File: config.mk
export PLATFORM = sky130hd
export DESIGN_NAME = thermal_load_freq_limiter_flat
export DESIGN_NICKNAME = d
export VERILOG_FILES = /design/src/rtl/core/tlf_pkg.sv /design/src/rtl/core/tlf_in_if.sv /design/src/rtl/core/tlf_out_if.sv /design/src/rtl/core/tlf_sdiv.sv /design/src/rtl/core/thermal_load_freq_limiter.sv /design/src/flat_wrapper.sv
export SDC_FILE = /design/constraint.sdc
export NUM_CORES = 1
export LEC_CHECK = 0
export ABC_AREA = 1
export BUFFER_PORTS_ARGS = -buffer_cell sky130_fd_sc_hd__clkbuf_2
export CORE_AREA = 5 5 288 262
export DETAILED_ROUTE_END_ITERATION = 8
export DIE_AREA = 0 0 293 267
export GPL_TIMING_DRIVEN = 0
export PLACE_DENSITY = 0.63
export SLEW_MARGIN = 20
export SYNTH_ARGS = -nofsm -noshare
export SYNTH_HDL_FRONTEND = slang
export SYNTH_HIERARCHICAL = 1
export SYNTH_SLANG_ARGS = --single-unit
File: constraint.sdc
create_clock -name clk -period 10.3 [get_ports clk]
set_clock_uncertainty 0.05 [all_clocks]
set_input_delay 0.515 -clock clk [delete_from_list [all_inputs] [get_ports clk]]
set_output_delay 0.515 -clock clk [all_outputs]
set_load 0.03 [all_outputs]
File: src/rtl/core/tlf_pkg.sv
// ----------------------------------------------------------------------------
// tlf_pkg: shared types and constants for the thermal/load frequency limiter
// field widths, temperature bands, usage thresholds, register and state codes
// ----------------------------------------------------------------------------
`default_nettype none

package tlf_pkg;

    localparam int FREQ_W     = 22;
    localparam int TEMP_W     = 9;
    localparam int USAGE_W    = 14;
    localparam int QUOT_W     = 14;
    localparam int TICK_IN_W  = 32;
    localparam int CORE_N     = 4;
    localparam int CORE_IDX_W = 2;
    localparam int LOW_CNT_W  = 8;
    localparam int DIGIT_W    = 4;
    localparam int DIV_BIT_W  = 4;

    typedef logic [FREQ_W-1:0]        freq_t;
    typedef logic signed [TEMP_W-1:0] temp_t;
    typedef logic [USAGE_W-1:0]       usage_t;
    typedef logic [CORE_N-1:0]        core_mask_t;
    typedef logic [CORE_IDX_W-1:0]    core_idx_t;
    typedef logic [TICK_IN_W-1:0]     tick_cnt_t;
    typedef logic [LOW_CNT_W-1:0]     low_cnt_t;

    // register indexes of the write port
    typedef enum logic [1:0] {
        REG_FULL   = 2'd0,
        REG_LEVEL0 = 2'd1,
        REG_LEVEL1 = 2'd2,
        REG_FLOOR  = 2'd3
    } reg_index_t;

    typedef enum logic [2:0] {
        S_IDLE,
        S_DELTA,
        S_CHECK,
        S_DIV,
        S_FIN
    } tlf_state_t;

    localparam freq_t RESET_FULL   = 22'd1400000;
    localparam freq_t RESET_LEVEL0 = 22'd1200000;
    localparam freq_t RESET_LEVEL1 = 22'd1000000;
    localparam freq_t RESET_FLOOR  = 22'd800000;

    localparam temp_t T_BAND0       = 9'sd45;
    localparam temp_t T_BAND1       = 9'sd52;
    localparam temp_t T_LEVEL2      = 9'sd62;
    localparam temp_t T_LEVEL2_LOW  = 9'sd57;
    localparam temp_t T_CHARGE_STOP = 9'sd57;
    localparam temp_t T_CHARGE_GO   = 9'sd56;
    localparam temp_t T_DOWN1       = 9'sd57;
    localparam temp_t T_DOWN2       = 9'sd67;
    localparam temp_t T_BOOST_MAX   = 9'sd64;
    localparam temp_t T_BOOST_LIMIT = 9'sd68;

    localparam int U_OVER  = 79;
    localparam int U_UNDER = 48;

    localparam usage_t FULL_SCALE = 14'd10000;
    // whole-percent compares done on the hundredths value
    localparam usage_t USAGE_ABOVE_OVER  = USAGE_W'((U_OVER + 1) * 100);
    localparam usage_t USAGE_ABOVE_UNDER = USAGE_W'((U_UNDER + 1) * 100);
    localparam usage_t USAGE_BELOW_OVER  = USAGE_W'(U_OVER * 100);

    localparam low_cnt_t LOW_CNT_MAX     = '1;
    localparam low_cnt_t LOW_CNT_RESTART = 8'd5;

    localparam core_idx_t CORE_A = 2'd1;
    localparam core_idx_t CORE_B = 2'd2;

endpackage

`default_nettype wire

File: src/rtl/core/tlf_in_if.sv
// ----------------------------------------------------------------------------
// tlf_in_if: tick channel
// valid/ready handshake carrying one sampled tick
// ----------------------------------------------------------------------------
`default_nettype none

interface tlf_in_if;
    import tlf_pkg::*;

    logic       valid;
    logic       ready;
    logic       op;
    temp_t      temp_c;
    tick_cnt_t  idle_ticks;
    tick_cnt_t  total_ticks;
    logic       die_error;
    core_mask_t online_mask;
    core_idx_t  current_core;

    modport source (
        output valid, op, temp_c, idle_ticks, total_ticks, die_error,
               online_mask, current_core,
        input  ready
    );

    modport sink (
        input  valid, op, temp_c, idle_ticks, total_ticks, die_error,
               online_mask, current_core,
        output ready
    );
endinterface

`default_nettype wire

File: src/rtl/core/tlf_out_if.sv
// ----------------------------------------------------------------------------
// tlf_out_if: result channel
// valid/ready handshake carrying the cap, core masks, charge flag and usage
// ----------------------------------------------------------------------------
`default_nettype none

interface tlf_out_if;
    import tlf_pkg::*;

    logic       valid;
    logic       ready;
    freq_t      max_freq_khz;
    core_mask_t stop_mask;
    core_mask_t start_mask;
    logic       charge_stop;
    usage_t     usage_x100;

    modport source (
        output valid, max_freq_khz, stop_mask, start_mask, charge_stop, usage_x100,
        input  ready
    );

    modport sink (
        input  valid, max_freq_khz, stop_mask, start_mask, charge_stop, usage_x100,
        output ready
    );
endinterface

`default_nettype wire

File: src/rtl/core/tlf_sdiv.sv
// ----------------------------------------------------------------------------
// tlf_sdiv: serial scaled quotient
// floor(num * 10000 / den) for num <= den, one conditional subtract per cycle
// ----------------------------------------------------------------------------
`default_nettype none

module tlf_sdiv #(
    parameter int W = 32
) (
    input  wire logic           clk,
    input  wire logic           rst_n,
    input  wire logic           start,
    input  wire logic [W-1:0]   num,
    input  wire logic [W-1:0]   den,
    output tlf_pkg::usage_t     quot,
    output logic                done
);
    import tlf_pkg::*;

    logic                 busy_reg, busy_next;
    logic                 phase_b_reg, phase_b_next;
    logic                 done_reg, done_next;
    logic [DIV_BIT_W-1:0] bit_reg, bit_next;
    logic [W-1:0]         rem_reg, rem_next;
    usage_t               q_reg, q_next;
    usage_t               q_shift;
    logic [W+1:0]         dbl_diff;
    logic [W+1:0]         add_sum;
    logic [W+1:0]         add_diff;
    logic                 last_step;

    always_comb
    begin
        dbl_diff  = {1'b0, rem_reg, 1'b0} - {2'b00, den};
        add_sum   = {2'b00, rem_reg} + {2'b00, num};
        add_diff  = add_sum - {2'b00, den};
        q_shift   = {q_reg[QUOT_W-2:0], 1'b0};
        busy_next    = busy_reg;
        phase_b_next = phase_b_reg;
        bit_next     = bit_reg;
        rem_next     = rem_reg;
        q_next       = q_reg;
        done_next    = 1'b0;
        last_step    = 1'b0;
        if (start)
        begin
            busy_next    = 1'b1;
            phase_b_next = 1'b0;
            bit_next     = DIV_BIT_W'(QUOT_W - 1);
            rem_next     = '0;
            q_next       = '0;
        end
        else if (busy_reg)
        begin
            if (!phase_b_reg)
            begin
                // doubling step: remainder times two against the divisor
                if (!dbl_diff[W+1])
                begin
                    rem_next = dbl_diff[W-1:0];
                    q_next   = q_shift + usage_t'(1);
                end
                else
                begin
                    rem_next = {rem_reg[W-2:0], 1'b0};
                    q_next   = q_shift;
                end
                if (FULL_SCALE[bit_reg])
                begin
                    phase_b_next = 1'b1;
                end
                else
                begin
                    last_step = 1'b1;
                end
            end
            else
            begin
                // scale bit set: add the numerator once more
                if (!add_diff[W+1])
                begin
                    rem_next = add_diff[W-1:0];
                    q_next   = q_reg + usage_t'(1);
                end
                else
                begin
                    rem_next = add_sum[W-1:0];
                end
                phase_b_next = 1'b0;
                last_step    = 1'b1;
            end
            if (last_step)
            begin
                if (bit_reg == '0)
                begin
                    busy_next = 1'b0;
                    done_next = 1'b1;
                end
                else
                begin
                    bit_next = bit_reg - DIV_BIT_W'(1);
                end
            end
        end
    end

    always_ff @(posedge clk or negedge rst_n)
    begin
        if (!rst_n)
        begin
            busy_reg    <= 1'b0;
            phase_b_reg <= 1'b0;
            done_reg    <= 1'b0;
        end
        else
        begin
            busy_reg    <= busy_next;
            phase_b_reg <= phase_b_next;
            done_reg    <= done_next;
        end
    end

    always_ff @(posedge clk)
    begin
        bit_reg <= bit_next;
        rem_reg <= rem_next;
        q_reg   <= q_next;
    end

    assign quot = q_reg;
    assign done = done_reg;

    // remainder stays below the divisor through the whole run
    a_rem_below_den: assert property (@(posedge clk) disable iff (!rst_n)
        busy_reg |-> (rem_reg < den))
        else $error("tlf_sdiv: remainder not below divisor");

    a_no_restart: assert property (@(posedge clk) disable iff (!rst_n)
        !(start && busy_reg))
        else $error("tlf_sdiv: start while busy");

    a_done_idle: assert property (@(posedge clk) disable iff (!rst_n)
        done_reg |-> !busy_reg)
        else $error("tlf_sdiv: done while still busy");

endmodule

`default_nettype wire

File: src/rtl/core/thermal_load_freq_limiter.sv
// ----------------------------------------------------------------------------
// thermal_load_freq_limiter: thermal and load driven cpu frequency cap
// usage from tick deltas, banded cap, warning hold, die latch, core stop/start
// ----------------------------------------------------------------------------
// One beat in gives one beat out. A normal tick walks the idle and total
// counters through a 4-bit digit-serial subtractor, runs the serial scaled
// divider (one conditional subtract per step) when the deltas allow an
// update, then settles the cap, core masks and charge flag in the finish
// state once the output register is free. A tick whose deltas skip the
// update goes from the check state straight to finish. A boost tick skips
// the counters and goes from idle straight to finish. The next tick is taken
// as soon as the block is back in idle, even while the previous result waits
// in the output register. Frequency registers are written through wr_en/
// wr_index/wr_data, by the user only while the block is idle (the block does
// not enforce this); last_cap keeps the floor value from reset.
// ----------------------------------------------------------------------------
`default_nettype none

module thermal_load_freq_limiter #(
    parameter int TICK_WIDTH = 32,
    parameter int HOLD_LIMIT = 60
) (
    input  wire logic                 clk,
    input  wire logic                 rst_n,
    tlf_in_if.sink                    tick,
    tlf_out_if.source                 result,
    input  wire logic                 wr_en,
    input  tlf_pkg::reg_index_t       wr_index,
    input  tlf_pkg::freq_t            wr_data
);
    import tlf_pkg::*;

    // digit-serial counter path geometry
    localparam int NDIG   = (TICK_WIDTH + DIGIT_W - 1) / DIGIT_W;
    localparam int PW     = NDIG * DIGIT_W;
    localparam int CNT_W  = $clog2(NDIG);
    localparam int HOLD_W = $clog2(HOLD_LIMIT + 1);

    localparam logic [CNT_W-1:0]  DIG_LAST = CNT_W'(NDIG - 1);
    localparam logic [HOLD_W-1:0] HOLD_MAX = HOLD_W'(HOLD_LIMIT);

    // control
    tlf_state_t       state_reg, state_next;
    logic [CNT_W-1:0] cnt_reg, cnt_next;

    // latched tick
    logic       op_reg;
    temp_t      temp_reg;
    logic       die_reg;
    core_mask_t online_reg;
    core_idx_t  cur_reg;

    // counter shift lines and deltas
    logic [PW-1:0]        idle_sr_reg, total_sr_reg;
    logic [PW-1:0]        di_sr_reg, dt_sr_reg;
    logic                 bi_reg, bt_reg;
    logic [DIGIT_W:0]     di_digit, dt_digit;
    logic [TICK_WIDTH-1:0] di, dt;
    logic                 upd_ok;

    // persistent state
    logic [PW-1:0]     prev_idle_reg, prev_idle_next;
    logic [PW-1:0]     prev_total_reg, prev_total_next;
    usage_t            usage_reg, usage_next;
    logic              lvl2_reg, lvl2_next;
    logic              warn_reg, warn_next;
    logic [HOLD_W-1:0] hold_reg, hold_next;
    freq_t             last_cap_reg, last_cap_next;
    core_mask_t        stopped_reg, stopped_next;
    low_cnt_t          low_cnt_reg, low_cnt_next;
    logic              die_latch_reg, die_latch_next;
    logic              charge_reg, charge_next;

    // frequency registers
    freq_t full_reg, l0_reg, l1_reg, floor_reg;

    // output register
    logic       out_valid_reg, out_valid_next;
    freq_t      out_cap_reg;
    core_mask_t out_stop_reg, out_start_reg;
    logic       out_charge_reg;
    usage_t     out_usage_reg;
    logic       out_free;
    logic       fin_fire;
    logic       tick_fire;

    // divider
    logic   div_start;
    logic   div_done;
    usage_t div_quot;

    // tick decision results
    freq_t      d_cap;
    core_mask_t d_stop, d_start, d_stopped, d_pick;
    logic       d_lvl2, d_warn, d_charge, d_paused, d_fault, d_held;
    logic [HOLD_W-1:0] d_hold;
    freq_t      d_last_cap;
    low_cnt_t   d_low_cnt;
    temp_t      d_thr;
    logic       u_over, u_under, u_low;

    assign tick.ready = (state_reg == S_IDLE);
    assign tick_fire  = tick.valid && tick.ready;
    assign out_free   = !out_valid_reg || result.ready;
    assign fin_fire   = (state_reg == S_FIN) && out_free;

    // one digit of each delta per cycle, borrow carried between digits
    assign di_digit = {1'b0, idle_sr_reg[DIGIT_W-1:0]}
                    - {1'b0, prev_idle_reg[DIGIT_W-1:0]}
                    - {{DIGIT_W{1'b0}}, bi_reg};
    assign dt_digit = {1'b0, total_sr_reg[DIGIT_W-1:0]}
                    - {1'b0, prev_total_reg[DIGIT_W-1:0]}
                    - {{DIGIT_W{1'b0}}, bt_reg};

    // pad digits above the tick width are dropped here
    assign di     = di_sr_reg[TICK_WIDTH-1:0];
    assign dt     = dt_sr_reg[TICK_WIDTH-1:0];
    assign upd_ok = (dt != '0) && (di <= dt);

    tlf_sdiv #(
        .W (TICK_WIDTH)
    ) u_div (
        .clk   (clk),
        .rst_n (rst_n),
        .start (div_start),
        .num   (di),
        .den   (dt),
        .quot  (div_quot),
        .done  (div_done)
    );

    // core to stop: first of cores 1 and 2 that is online and not the governor
    always_comb
    begin
        d_pick = '0;
        if ((cur_reg != CORE_A) && online_reg[CORE_A])
        begin
            d_pick[CORE_A] = 1'b1;
        end
        else if ((cur_reg != CORE_B) && online_reg[CORE_B])
        begin
            d_pick[CORE_B] = 1'b1;
        end
    end

    // cap, hold, core and charge decisions from the settled usage
    always_comb
    begin
        u_over     = (usage_reg >= USAGE_ABOVE_OVER);
        u_under    = (usage_reg >= USAGE_ABOVE_UNDER);
        u_low      = (usage_reg < USAGE_BELOW_OVER);
        d_thr      = lvl2_reg ? T_LEVEL2_LOW : T_LEVEL2;
        d_fault    = die_reg || die_latch_reg;
        d_cap      = floor_reg;
        d_stop     = '0;
        d_start    = '0;
        d_stopped  = stopped_reg;
        d_lvl2     = lvl2_reg;
        d_warn     = warn_reg;
        d_hold     = hold_reg;
        d_last_cap = last_cap_reg;
        d_low_cnt  = low_cnt_reg;
        d_held     = 1'b0;
        if (op_reg)
        begin
            // boost: bring everything back, cap by temperature only
            d_start   = stopped_reg;
            d_stopped = '0;
            if (d_fault)
                d_cap = floor_reg;
            else if (temp_reg < T_BOOST_MAX)
                d_cap = full_reg;
            else if (temp_reg < T_BOOST_LIMIT)
                d_cap = l0_reg;
            else
                d_cap = l1_reg;
        end
        else
        begin
            if (temp_reg < T_BAND0)
                d_cap = u_over ? full_reg : (u_under ? l0_reg : floor_reg);
            else if (temp_reg < T_BAND1)
                d_cap = u_over ? l0_reg : (u_under ? l1_reg : floor_reg);
            else if (temp_reg < d_thr)
                d_cap = u_over ? l1_reg : floor_reg;
            else
            begin
                d_cap  = floor_reg;
                d_lvl2 = 1'b1;
                d_warn = 1'b1;
            end

            if (d_fault)
            begin
                d_last_cap = floor_reg;
                d_hold     = '0;
                d_cap      = floor_reg;
            end
            else
            begin
                if (u_low)
                begin
                    if (low_cnt_reg != LOW_CNT_MAX)
                        d_low_cnt = low_cnt_reg + low_cnt_t'(1);
                end
                else
                begin
                    d_low_cnt = '0;
                end

                if ((stopped_reg != '0) && (d_low_cnt > LOW_CNT_RESTART)
                    && (temp_reg < T_DOWN2))
                begin
                    d_start   = stopped_reg;
                    d_stopped = '0;
                end
                else if (temp_reg < T_BAND1)
                begin
                    d_start   = stopped_reg;
                    d_stopped = '0;
                end
                else if (temp_reg >= T_DOWN2)
                begin
                    d_stop    = d_pick;
                    d_stopped = stopped_reg | d_pick;
                end
                else if ((temp_reg >= T_DOWN1) && (stopped_reg == '0) && u_over)
                begin
                    d_stop    = d_pick;
                    d_stopped = stopped_reg | d_pick;
                end

                // warning hold: keep the old cap while it would rise
                if (d_warn)
                begin
                    if (last_cap_reg < d_cap)
                    begin
                        if (hold_reg < HOLD_MAX)
                        begin
                            d_hold = hold_reg + HOLD_W'(1);
                            d_cap  = last_cap_reg;
                            d_held = 1'b1;
                        end
                        else
                        begin
                            d_warn = 1'b0;
                            d_lvl2 = 1'b0;
                        end
                    end
                    if (!d_held)
                    begin
                        d_hold     = '0;
                        d_last_cap = d_cap;
                    end
                end
            end
        end

        // charge pause with hysteresis
        if (u_low && (temp_reg < T_DOWN2))
        begin
            d_charge = 1'b0;
            d_paused = 1'b0;
        end
        else if (temp_reg > T_CHARGE_STOP)
        begin
            d_charge = 1'b1;
            d_paused = 1'b1;
        end
        else if (!charge_reg)
        begin
            d_charge = 1'b0;
            d_paused = 1'b0;
        end
        else if (temp_reg < T_CHARGE_GO)
        begin
            d_charge = 1'b0;
            d_paused = 1'b0;
        end
        else
        begin
            d_charge = 1'b1;
            d_paused = 1'b1;
        end
    end

    // next state and state updates
    always_comb
    begin
        state_next      = state_reg;
        cnt_next        = cnt_reg;
        prev_idle_next  = prev_idle_reg;
        prev_total_next = prev_total_reg;
        usage_next      = usage_reg;
        lvl2_next       = lvl2_reg;
        warn_next       = warn_reg;
        hold_next       = hold_reg;
        last_cap_next   = last_cap_reg;
        stopped_next    = stopped_reg;
        low_cnt_next    = low_cnt_reg;
        die_latch_next  = die_latch_reg;
        charge_next     = charge_reg;
        div_start       = 1'b0;
        out_valid_next  = out_valid_reg && !result.ready;
        case (state_reg)
            S_IDLE:
            begin
                cnt_next = '0;
                if (tick.valid)
                    state_next = tick.op ? S_FIN : S_DELTA;
            end
            S_DELTA:
            begin
                // previous counters rotate back to place after the last digit
                prev_idle_next  = {prev_idle_reg[DIGIT_W-1:0], prev_idle_reg[PW-1:DIGIT_W]};
                prev_total_next = {prev_total_reg[DIGIT_W-1:0],
                                   prev_total_reg[PW-1:DIGIT_W]};
                cnt_next = cnt_reg + CNT_W'(1);
                if (cnt_reg == DIG_LAST)
                    state_next = S_CHECK;
            end
            S_CHECK:
            begin
                if (upd_ok)
                begin
                    div_start  = 1'b1;
                    state_next = S_DIV;
                end
                else
                begin
                    state_next = S_FIN;
                end
            end
            S_DIV:
            begin
                if (div_done)
                begin
                    usage_next      = FULL_SCALE - div_quot;
                    prev_idle_next  = idle_sr_reg;
                    prev_total_next = total_sr_reg;
                    if (die_reg && (temp_reg < T_LEVEL2))
                        die_latch_next = 1'b1;
                    state_next = S_FIN;
                end
            end
            S_FIN:
            begin
                if (out_free)
                begin
                    lvl2_next      = d_lvl2;
                    warn_next      = d_warn;
                    hold_next      = d_hold;
                    last_cap_next  = d_last_cap;
                    stopped_next   = d_stopped;
                    low_cnt_next   = d_low_cnt;
                    charge_next    = d_paused;
                    out_valid_next = 1'b1;
                    state_next     = S_IDLE;
                end
            end
            default:
            begin
                state_next = S_IDLE;
            end
        endcase
    end

    always_ff @(posedge clk or negedge rst_n)
    begin
        if (!rst_n)
        begin
            state_reg      <= S_IDLE;
            cnt_reg        <= '0;
            prev_idle_reg  <= '0;
            prev_total_reg <= '0;
            usage_reg      <= '0;
            lvl2_reg       <= 1'b0;
            warn_reg       <= 1'b0;
            hold_reg       <= '0;
            last_cap_reg   <= RESET_FLOOR;
            stopped_reg    <= '0;
            low_cnt_reg    <= '0;
            die_latch_reg  <= 1'b0;
            charge_reg     <= 1'b0;
            out_valid_reg  <= 1'b0;
            full_reg       <= RESET_FULL;
            l0_reg         <= RESET_LEVEL0;
            l1_reg         <= RESET_LEVEL1;
            floor_reg      <= RESET_FLOOR;
        end
        else
        begin
            state_reg      <= state_next;
            cnt_reg        <= cnt_next;
            prev_idle_reg  <= prev_idle_next;
            prev_total_reg <= prev_total_next;
            usage_reg      <= usage_next;
            lvl2_reg       <= lvl2_next;
            warn_reg       <= warn_next;
            hold_reg       <= hold_next;
            last_cap_reg   <= last_cap_next;
            stopped_reg    <= stopped_next;
            low_cnt_reg    <= low_cnt_next;
            die_latch_reg  <= die_latch_next;
            charge_reg     <= charge_next;
            out_valid_reg  <= out_valid_next;
            if (wr_en)
            begin
                case (wr_index)
                    REG_FULL:   full_reg  <= wr_data;
                    REG_LEVEL0: l0_reg    <= wr_data;
                    REG_LEVEL1: l1_reg    <= wr_data;
                    REG_FLOOR:  floor_reg <= wr_data;
                    default:    ;
                endcase
            end
        end
    end

    // payload: latched tick, counter shift lines, result beat
    always_ff @(posedge clk)
    begin
        if (tick_fire)
        begin
            op_reg       <= tick.op;
            temp_reg     <= tick.temp_c;
            die_reg      <= tick.die_error;
            online_reg   <= tick.online_mask;
            cur_reg      <= tick.current_core;
            idle_sr_reg  <= PW'(TICK_WIDTH'(tick.idle_ticks));
            total_sr_reg <= PW'(TICK_WIDTH'(tick.total_ticks));
            bi_reg       <= 1'b0;
            bt_reg       <= 1'b0;
        end
        else if (state_reg == S_DELTA)
        begin
            idle_sr_reg  <= {idle_sr_reg[DIGIT_W-1:0], idle_sr_reg[PW-1:DIGIT_W]};
            total_sr_reg <= {total_sr_reg[DIGIT_W-1:0], total_sr_reg[PW-1:DIGIT_W]};
            di_sr_reg    <= {di_digit[DIGIT_W-1:0], di_sr_reg[PW-1:DIGIT_W]};
            dt_sr_reg    <= {dt_digit[DIGIT_W-1:0], dt_sr_reg[PW-1:DIGIT_W]};
            bi_reg       <= di_digit[DIGIT_W];
            bt_reg       <= dt_digit[DIGIT_W];
        end
        if (fin_fire)
        begin
            out_cap_reg    <= d_cap;
            out_stop_reg   <= d_stop;
            out_start_reg  <= d_start;
            out_charge_reg <= d_charge;
            out_usage_reg  <= usage_reg;
        end
    end

    assign result.valid        = out_valid_reg;
    assign result.max_freq_khz = out_cap_reg;
    assign result.stop_mask    = out_stop_reg;
    assign result.start_mask   = out_start_reg;
    assign result.charge_stop  = out_charge_reg;
    assign result.usage_x100   = out_usage_reg;

    // only cores 1 and 2 are ever taken offline
    a_stop_cores: assert property (@(posedge clk) disable iff (!rst_n)
        !stopped_reg[0] && !stopped_reg[3])
        else $error("limiter: core 0 or 3 marked stopped");

    a_hold_bound: assert property (@(posedge clk) disable iff (!rst_n)
        hold_reg <= HOLD_MAX)
        else $error("limiter: hold count beyond limit");

    a_die_sticky: assert property (@(posedge clk) disable iff (!rst_n)
        die_latch_reg |=> die_latch_reg)
        else $error("limiter: die latch cleared");

    a_usage_range: assert property (@(posedge clk) disable iff (!rst_n)
        usage_reg <= FULL_SCALE)
        else $error("limiter: usage above full scale");

    // lowered threshold and warning are set and cleared together
    a_warn_pair: assert property (@(posedge clk) disable iff (!rst_n)
        lvl2_reg == warn_reg)
        else $error("limiter: level-2 flag and warning disagree");

endmodule

`default_nettype wire

File: src/flat_wrapper.sv
// flat-port wrapper written by rule: the top's interface ports become plain ports
module thermal_load_freq_limiter_flat import tlf_pkg::*;
#(
    parameter int TICK_WIDTH = 32,
    parameter int HOLD_LIMIT = 60
)
  (clk, rst_n, wr_en, wr_index, wr_data, tick_valid, tick_op, tick_temp_c, tick_idle_ticks, tick_total_ticks, tick_die_error, tick_online_mask, tick_current_core, tick_ready, result_valid, result_max_freq_khz, result_stop_mask, result_start_mask, result_charge_stop, result_usage_x100, result_ready);
  tlf_in_if tick_i ();
  tlf_out_if result_i ();
  input  wire logic clk;
  input  wire logic rst_n;
  input  wire logic wr_en;
  input  tlf_pkg::reg_index_t wr_index;
  input  tlf_pkg::freq_t wr_data;
  input wire logic [$bits(tick_i.valid)-1:0] tick_valid;
  input wire logic [$bits(tick_i.op)-1:0] tick_op;
  input wire logic [$bits(tick_i.temp_c)-1:0] tick_temp_c;
  input wire logic [$bits(tick_i.idle_ticks)-1:0] tick_idle_ticks;
  input wire logic [$bits(tick_i.total_ticks)-1:0] tick_total_ticks;
  input wire logic [$bits(tick_i.die_error)-1:0] tick_die_error;
  input wire logic [$bits(tick_i.online_mask)-1:0] tick_online_mask;
  input wire logic [$bits(tick_i.current_core)-1:0] tick_current_core;
  output wire logic [$bits(tick_i.ready)-1:0] tick_ready;
  output wire logic [$bits(result_i.valid)-1:0] result_valid;
  output wire logic [$bits(result_i.max_freq_khz)-1:0] result_max_freq_khz;
  output wire logic [$bits(result_i.stop_mask)-1:0] result_stop_mask;
  output wire logic [$bits(result_i.start_mask)-1:0] result_start_mask;
  output wire logic [$bits(result_i.charge_stop)-1:0] result_charge_stop;
  output wire logic [$bits(result_i.usage_x100)-1:0] result_usage_x100;
  input wire logic [$bits(result_i.ready)-1:0] result_ready;
  assign tick_i.valid = tick_valid;
  assign tick_i.op = tick_op;
  assign tick_i.temp_c = tick_temp_c;
  assign tick_i.idle_ticks = tick_idle_ticks;
  assign tick_i.total_ticks = tick_total_ticks;
  assign tick_i.die_error = tick_die_error;
  assign tick_i.online_mask = tick_online_mask;
  assign tick_i.current_core = tick_current_core;
  assign tick_ready = tick_i.ready;
  assign result_valid = result_i.valid;
  assign result_max_freq_khz = result_i.max_freq_khz;
  assign result_stop_mask = result_i.stop_mask;
  assign result_start_mask = result_i.start_mask;
  assign result_charge_stop = result_i.charge_stop;
  assign result_usage_x100 = result_i.usage_x100;
  assign result_i.ready = result_ready;
  thermal_load_freq_limiter #(.TICK_WIDTH(TICK_WIDTH), .HOLD_LIMIT(HOLD_LIMIT)) u_core (.clk(clk), .rst_n(rst_n), .tick(tick_i), .result(result_i), .wr_en(wr_en), .wr_index(wr_index), .wr_data(wr_data));
endmodule
==> results of run 1 <==
==> synthesized netlist by cell type (all sizes together) (8+ instances only) <==
cell,n
nand2,1518
inv,572
nor2,354
o21ai,340
nand3,302
a21oi,235
edfxtp,185
dfrtp,182
ha,167
clkbuf,103
a31oi,63
buf,56
nand4,54
dfxtp,53
xor2,40
nor3,38
dfstp,36
xnor2,30
o211ai,29
o21bai,17
nand3b,10
or2,10
o221ai,8
==> per-layer routing <==
layer,part of all wire,GRT usage,vias to the layer above
li1,-,-,15000
met5,0.00012,0,-
met3,0.084,0.0475,132
met2,0.42,0.389,1103
met1,0.47,0.389,13742
met4,0.025,0.0632,2
==> worst max path at each step <==
stage / cells after the start / to / slack, ns / from
2_1_floorplan: 3 / u_core/idle_sr_reg[0] / 1.57 / u_core/state_reg[2]
3_3_place_gp: 3 / u_core/idle_sr_reg[17] / -2.31 / u_core/state_reg[2]
3_5_place_dp: 22 / u_core/result.max_freq_khz[4] / 5.16 / u_core/usage_reg[13]
4_1_cts: 22 / u_core/result.max_freq_khz[4] / 5.18 / u_core/usage_reg[13]
5_1_grt: 22 / u_core/result.max_freq_khz[2] / 4.73 / u_core/usage_reg[13]
6_report: 22 / u_core/result.max_freq_khz[6] / 5.08 / u_core/usage_reg[13]
==> logic make-up after synthesis <==
kind of cell    after synthesis  share of synthesized area
compound gates              727                      0.127
xor+xnor                     70                     0.0196
fa+ha+maj                   174                     0.0711
buf+inv                     732                     0.0930
flops                       456                      0.386
mux                           6                    0.00192
other cells                   1                   0.000120
simple gates               2298                      0.301
==> critical path: cells and delay by family, from the launching register on <==
family / cells / cell delay, ns
flip-flops: 1 / 0.42
AO/OA/AOI/OAI: 7 / 1.30
adder cells (fa/ha/maj): 1 / 0.33
buffers and inverters: 5 / 1.36
AND/OR/NAND/NOR: 9 / 1.45
==> cell type report <==
class | count | area, µm² | area share
multi-input cells | 3278 | 16400 | 0.460
clock buffers | 69 | 1450 | 0.0408
well taps | 960 | 1200 | 0.0338
repair buffers | 179 | 1100 | 0.0309
plain buffers | 159 | 763 | 0.0215
clock inverters | 25 | 420 | 0.0118
flip-flops and latches | 456 | 12100 | 0.341
inverters | 573 | 2150 | 0.0606
==> cells in the final DEF, fill, tap and decap left out, types with 8 or more instances in the layout <==
cell type      netlist  routed
xnor2_1             30      30
clkbuf_1           103     111
dfrtp_1            182     182
nand4_1             53      53
nand3_1            297     297
dfxtp_1             53      53
edfxtp_1           185     185
a31oi_1             62      62
bufinv_16            0       9
o211ai_1            29      29
clkbuf_16            0      53
xor2_1              40      40
nor3_1              37      35
nand3b_1            10      10
buf_4               18      24
buf_6                9      10
nor2_1             347     346
inv_2               12      12
o221ai_1             8       8
nand2_1           1503    1502
o21bai_1            17      17
clkinv_2             0       8
dfstp_2             36      36
inv_1              559     559
o21ai_0            327     327
buf_2               24      24
nand2_2              9       9
o21ai_1             13      13
a21oi_1            229     229
clkbuf_2             0     152
dlygate4sd3_1        0      15
ha_1               167     167
==> metrics by stage <==
stage	instance area [µm²]	TNS, ns	instances
final	35600	0	5699
after global routing	35600	0	5699
after CTS	35600	0	5699
after detailed placement	33500	0	5590
after global placement	33300	-190.76	5578
after floorplan	31400	0	4466
==> impl_metrics.tcl, run 1 <==
set metrics [dict create \
    max_stage_delay_ns 0.46 \
    finalSetupViolations 0 \
    htree_levels 2 \
    crit_path_start_kind "flop" \
    rr_startpoint "u_core/usage_reg[13]" \
    post-dp-hpwl_um 82400 \
    syn_inst 4464 \
    start_util 0.434 \
    synth_edf_count 185 \
    path_clk_slew_ns 0.07 \
    nets 4981 \
    cp.arrival_ns 5.48 \
    drt-wirelength-per-cell_um 18.4 \
    cts_hold_buf 15 \
    die-area_um2 78200 \
    ys_seq_elements 456 \
    reg2reg_to "u_core/result.max_freq_khz[6]" \
    min_path_cells 3 \
    insertion_delay_ns 0.64 \
    cts.sinks 456 \
    crit_fanout 10 \
    drtIter0Drc 3131 \
    clockBufferDepth 3 \
    async_flop_share 0.478 \
    synthDistinctLibCells 59 \
    die_h_um 267 \
    root_buffer "clkbuf_16" \
    crit_chain "inv_2, o21ai_0, nor2_1, nand2_2, inv_1, buf_4, clkbuf_1, o21ai_0, o211ai_1, nand2_1, ha_1, a21oi_1, o21ai_0, nand2_1, o211ai_1, a21oi_2, clkbuf_1, nand3_1, nand2_1, nand2_1, nand2_1, nand3_1" \
    track_usage 0.259 \
    final_util 0.492 \
    seq_area_frac_synth 0.386 \
    syn_area_per_cell_um2 7.02 \
    diodes 0 \
    worstPathRequired_ns 10.56 \
    ys_warn_count 6 \
    grt_setup_unrepaired "false" \
    final_hold_viol_count 0 \
    min_from "tick_idle_ticks[10]" \
    cap_violations 0 \
    yosys.area.top_type "nand2_1" \
    drive_gt1_frac 0.0836 \
    rrSetupSlack_ns 5.08 \
    core_um2 72300 \
    io_pins 157 \
    grt_overflow_total 0 \
    grt_start_max_net_pins 89 \
    numCtsBuffers 50 \
    status "finished, final reports clean" \
    setup_ws_ns 5.08 \
    io_buffers 152 \
    cts_setup_buffers 0 \
    die_x_um 293 \
    cts_resized 0 \
    fillCellCount 7416 \
    slowest_stage "clkbuf_1" \
    drc 0 \
    min_path_type "in2reg" \
    num_vias 29979 \
    rows 94 \
    syn2layout_area_growth_pct 13.4 \
    synth_area_um2 31400 \
    wl_um 105000 \
    antenna_found_initial 1 \
    gp_congestion 1.00 \
    end_kind "flop" \
    final_max_slew_viol_count 0 \
    grt_pass1_vias 27239 \
    dpl_worst_slack_ns 5.16 \
    post-route-min-period_ns 5.22 \
    grt_pass1_wl_um 159000 \
    slew_headroom 0.428 \
    final_antenna_net_count 0 \
    tightest_slew_ns 0.850 \
    hold_end "u_core/idle_sr_reg[10]" \
    cts_tree "built" \
    holdWs_ns 0.0873 \
    period_share 0.507 \
    crit_top_cell "nand2_1" \
    ys_top_cells_by_area "nand2_1 (18%), edfxtp_1 (18%), dfrtp_1 (15%)" \
    fmax_mhz 191 \
    critPathKind "reg2reg" \
    reg2regPathDepth 22 \
    synthFlopType "edfxtp_1" \
    drt_first_pass_iters 6 \
    synth_top_area_frac 0.180 \
    vias_per_cell 5.26 \
]
Power of run 1 is left out: the tool's default activity adds up to more than one toggle a clock period on the data nets, which glitch-free logic cannot reach.
==> run 2: changes to the inputs <==
--- a/config.mk
+++ b/config.mk
@@ -11,7 +11,7 @@
 export DETAILED_ROUTE_END_ITERATION = 8
 export DIE_AREA = 0 0 293 267
 export GPL_TIMING_DRIVEN = 0
-export PLACE_DENSITY = 0.63
+export PLACE_DENSITY = 0.65
 export SLEW_MARGIN = 20
 export SYNTH_ARGS = -nofsm -noshare
 export SYNTH_HDL_FRONTEND = slang
==> constraint.sdc (replaced) <==
create_clock -name clk -period 4.4 [get_ports clk]
set_clock_uncertainty 0.05 [all_clocks]
set_input_delay 0.22 -clock clk [delete_from_list [all_inputs] [get_ports clk]]
set_output_delay 0.22 -clock clk [all_outputs]
set_load 0.03 [all_outputs]
==> run 2 against run 1 <==
  * Utilization is 1.7 points higher
  * Maximum frequency is 24% higher
  * Die area stayed put
  * Sequential share of layout area is 1.1 points lower
==> impl_metrics.tcl, run 2 (synthesis results as in run 1) <==
set metrics [dict create \
    antenna_found_initial 1 \
    period_share 0.955 \
    die-area_um2 78200 \
    die_h_um 267 \
    insertion_delay_ns 0.65 \
    rows 94 \
    drtIter0Drc 3157 \
    crit_fanout 10 \
    io_pins 157 \
    tightest_slew_ns 0.787 \
    final_antenna_net_count 0 \
    cts.sinks 456 \
    reg2reg_to "u_core/result.max_freq_khz[6]" \
    io_buffers 152 \
    min_from "wr_index[0]" \
    final_max_slew_viol_count 0 \
    grt_pass1_wl_um 163000 \
    slew_headroom 0.473 \
    drc 0 \
    drt-wirelength-per-cell_um 18.4 \
    final_cell_mix "nand2_1 (1,487), inv_1 (559), nor2_1 (339)" \
    finalSetupViolations 0 \
    syn2layout_area_growth_pct 17.3 \
    drt_first_pass_iters 7 \
    drive_gt1_frac 0.0952 \
    clockBufferDepth 3 \
    path_clk_slew_ns 0.06 \
    rr_startpoint "u_core/temp_reg[2]" \
    mostFrequentLayoutCell "nand2_1" \
    worstPathRequired_ns 4.70 \
    gp_congestion 1.00 \
    final_hold_viol_count 0 \
    die_x_um 293 \
    cap_violations 0 \
    post-dp-hpwl_um 81900 \
    use_met3 0.0500 \
    hold_end "u_core/floor_reg[0]" \
    end_kind "flop" \
    cp.arrival_ns 4.50 \
    htree_levels 2 \
    nets 5087 \
    min_path_type "in2reg" \
    post-route-min-period_ns 4.20 \
    final_util 0.509 \
    min_path_cells 4 \
    start_util 0.434 \
    grt_pass1_vias 28285 \
    grt_start_max_net_pins 79 \
    core_um2 72300 \
    wl_um 107000 \
    track_usage 0.264 \
    root_buffer "clkbuf_16" \
    numCtsBuffers 50 \
    busiest_layer "met2" \
    crit_path_start_kind "flop" \
    reg2regPathDepth 25 \
    grt_overflow_total 0 \
    grt_use_met1 0.390 \
    vias_per_cell 5.31 \
    status "finished, final reports clean" \
    critPathKind "reg2reg" \
    cts_tree "built" \
    rrSetupSlack_ns 0.20 \
    grtUsageMet2 0.401 \
    fmax_mhz 238 \
    num_vias 30835 \
    diodes 0 \
]
==> run 2: cell count changes in the layout (fill, tap and decap cells not counted), moves of 8 or more <==
| cell | before | now |
|---|---|---|
| dlygate4sd3_1 | 15 | 106 |
| nand2_1 | 1502 | 1487 |
| nand2_2 | 9 | 20 |
| buf_4 | 24 | 34 |
| ha_1 | 167 | 157 |
| buf_2 | 24 | 16 |
| bufinv_16 | 9 | 1 |
==> run 2: cell type report <==
cell class | instances | area (µm²)
fill | 7183 | 35500
multi-input combinational | 3278 | 16600
sequential | 456 | 12100
timing repair buffer | 285 | 2180
inverter | 573 | 2160
clock buffer | 78 | 1470
tap | 960 | 1200
buffer | 159 | 832
clock inverter | 15 | 184
==> run 2: worst max-delay path by stage <==
| stage | startpoint | end | slack [ns] | depth (start not counted) |
|---|---|---|---|---|
| 2_1_floorplan | u_core/state_reg[2] | u_core/idle_sr_reg[0] | 0.22 | 3 |
| 3_3_place_gp | u_core/state_reg[1] | u_core/last_cap_reg[13] | -1.85 | 12 |
| 6_report | u_core/temp_reg[2] | u_core/result.max_freq_khz[6] | 0.20 | 25 |
| 5_1_grt | u_core/temp_reg[8] | u_core/result.max_freq_khz[6] | -0.04 | 26 |
| 4_1_cts | u_core/di[0] | u_core/u_div/rem_reg[31] | 0.001 | 27 |
| 3_5_place_dp | u_core/usage_reg[7] | u_core/result.max_freq_khz[20] | -0.65 | 24 |
==> run 2: layer usage <==
layer  routed length, µm  up-vias
met5                   0        -
met3                9470      143
met1               49200    14268
met2               45400     1216
met4                2580        0
li1                    -    15208
==> run 2: repair_timing <==
| item | CTS | global route |
|---|---|---|
| hold endpoints to repair | 252 | 0 |
| hold buffers | 106 | 0 |
| setup buffers | 2 | 15 |
| endpoints found under the setup margin | 94 | 96 |
| pin swaps | 0 | 11 |
| resized for setup | 13 | 91 |
==> run 2: per-stage QoR <==
step                      worst slack [ns]  cell area (µm²)  std cells  hold WS [ns]  setup TNS (ns)
after floorplan                      0.220            31400       4466        -0.126               0
after global placement               -1.85            33300       5578         0.350         -506.50
after detailed placement            -0.653            33600       5588      -0.00144          -23.63
after CTS                          0.00118            36300       5789        0.0143               0
after global routing               -0.0412            36800       5804        0.0867          -0.190
final                                0.200            36800       5804        0.0378               0
==> run 2: critical path, stage by stage, from the launching register on <==
cell      delay (ns)
edfxtp_1        0.52
ha_1            0.34
nand2_1         0.07
nand2_1         0.09
nand2_2         0.16
nand2_4         0.13
inv_4           0.13
buf_6           0.18
nand2_1         0.06
nand3_1         0.06
nand2_1         0.06
nand2_1         0.08
nand2_2         0.12
ha_1            0.32
nand4_1         0.12
nor3_2          0.23
nand2_1         0.14
nor3_2          0.24
nand2_4         0.12
nand2_4         0.10
buf_6           0.14
nand2_1         0.07
nand2_1         0.08
nand2_1         0.05
nand2_1         0.08
nand3_2         0.14
Power of run 2 is left out for the same reason.
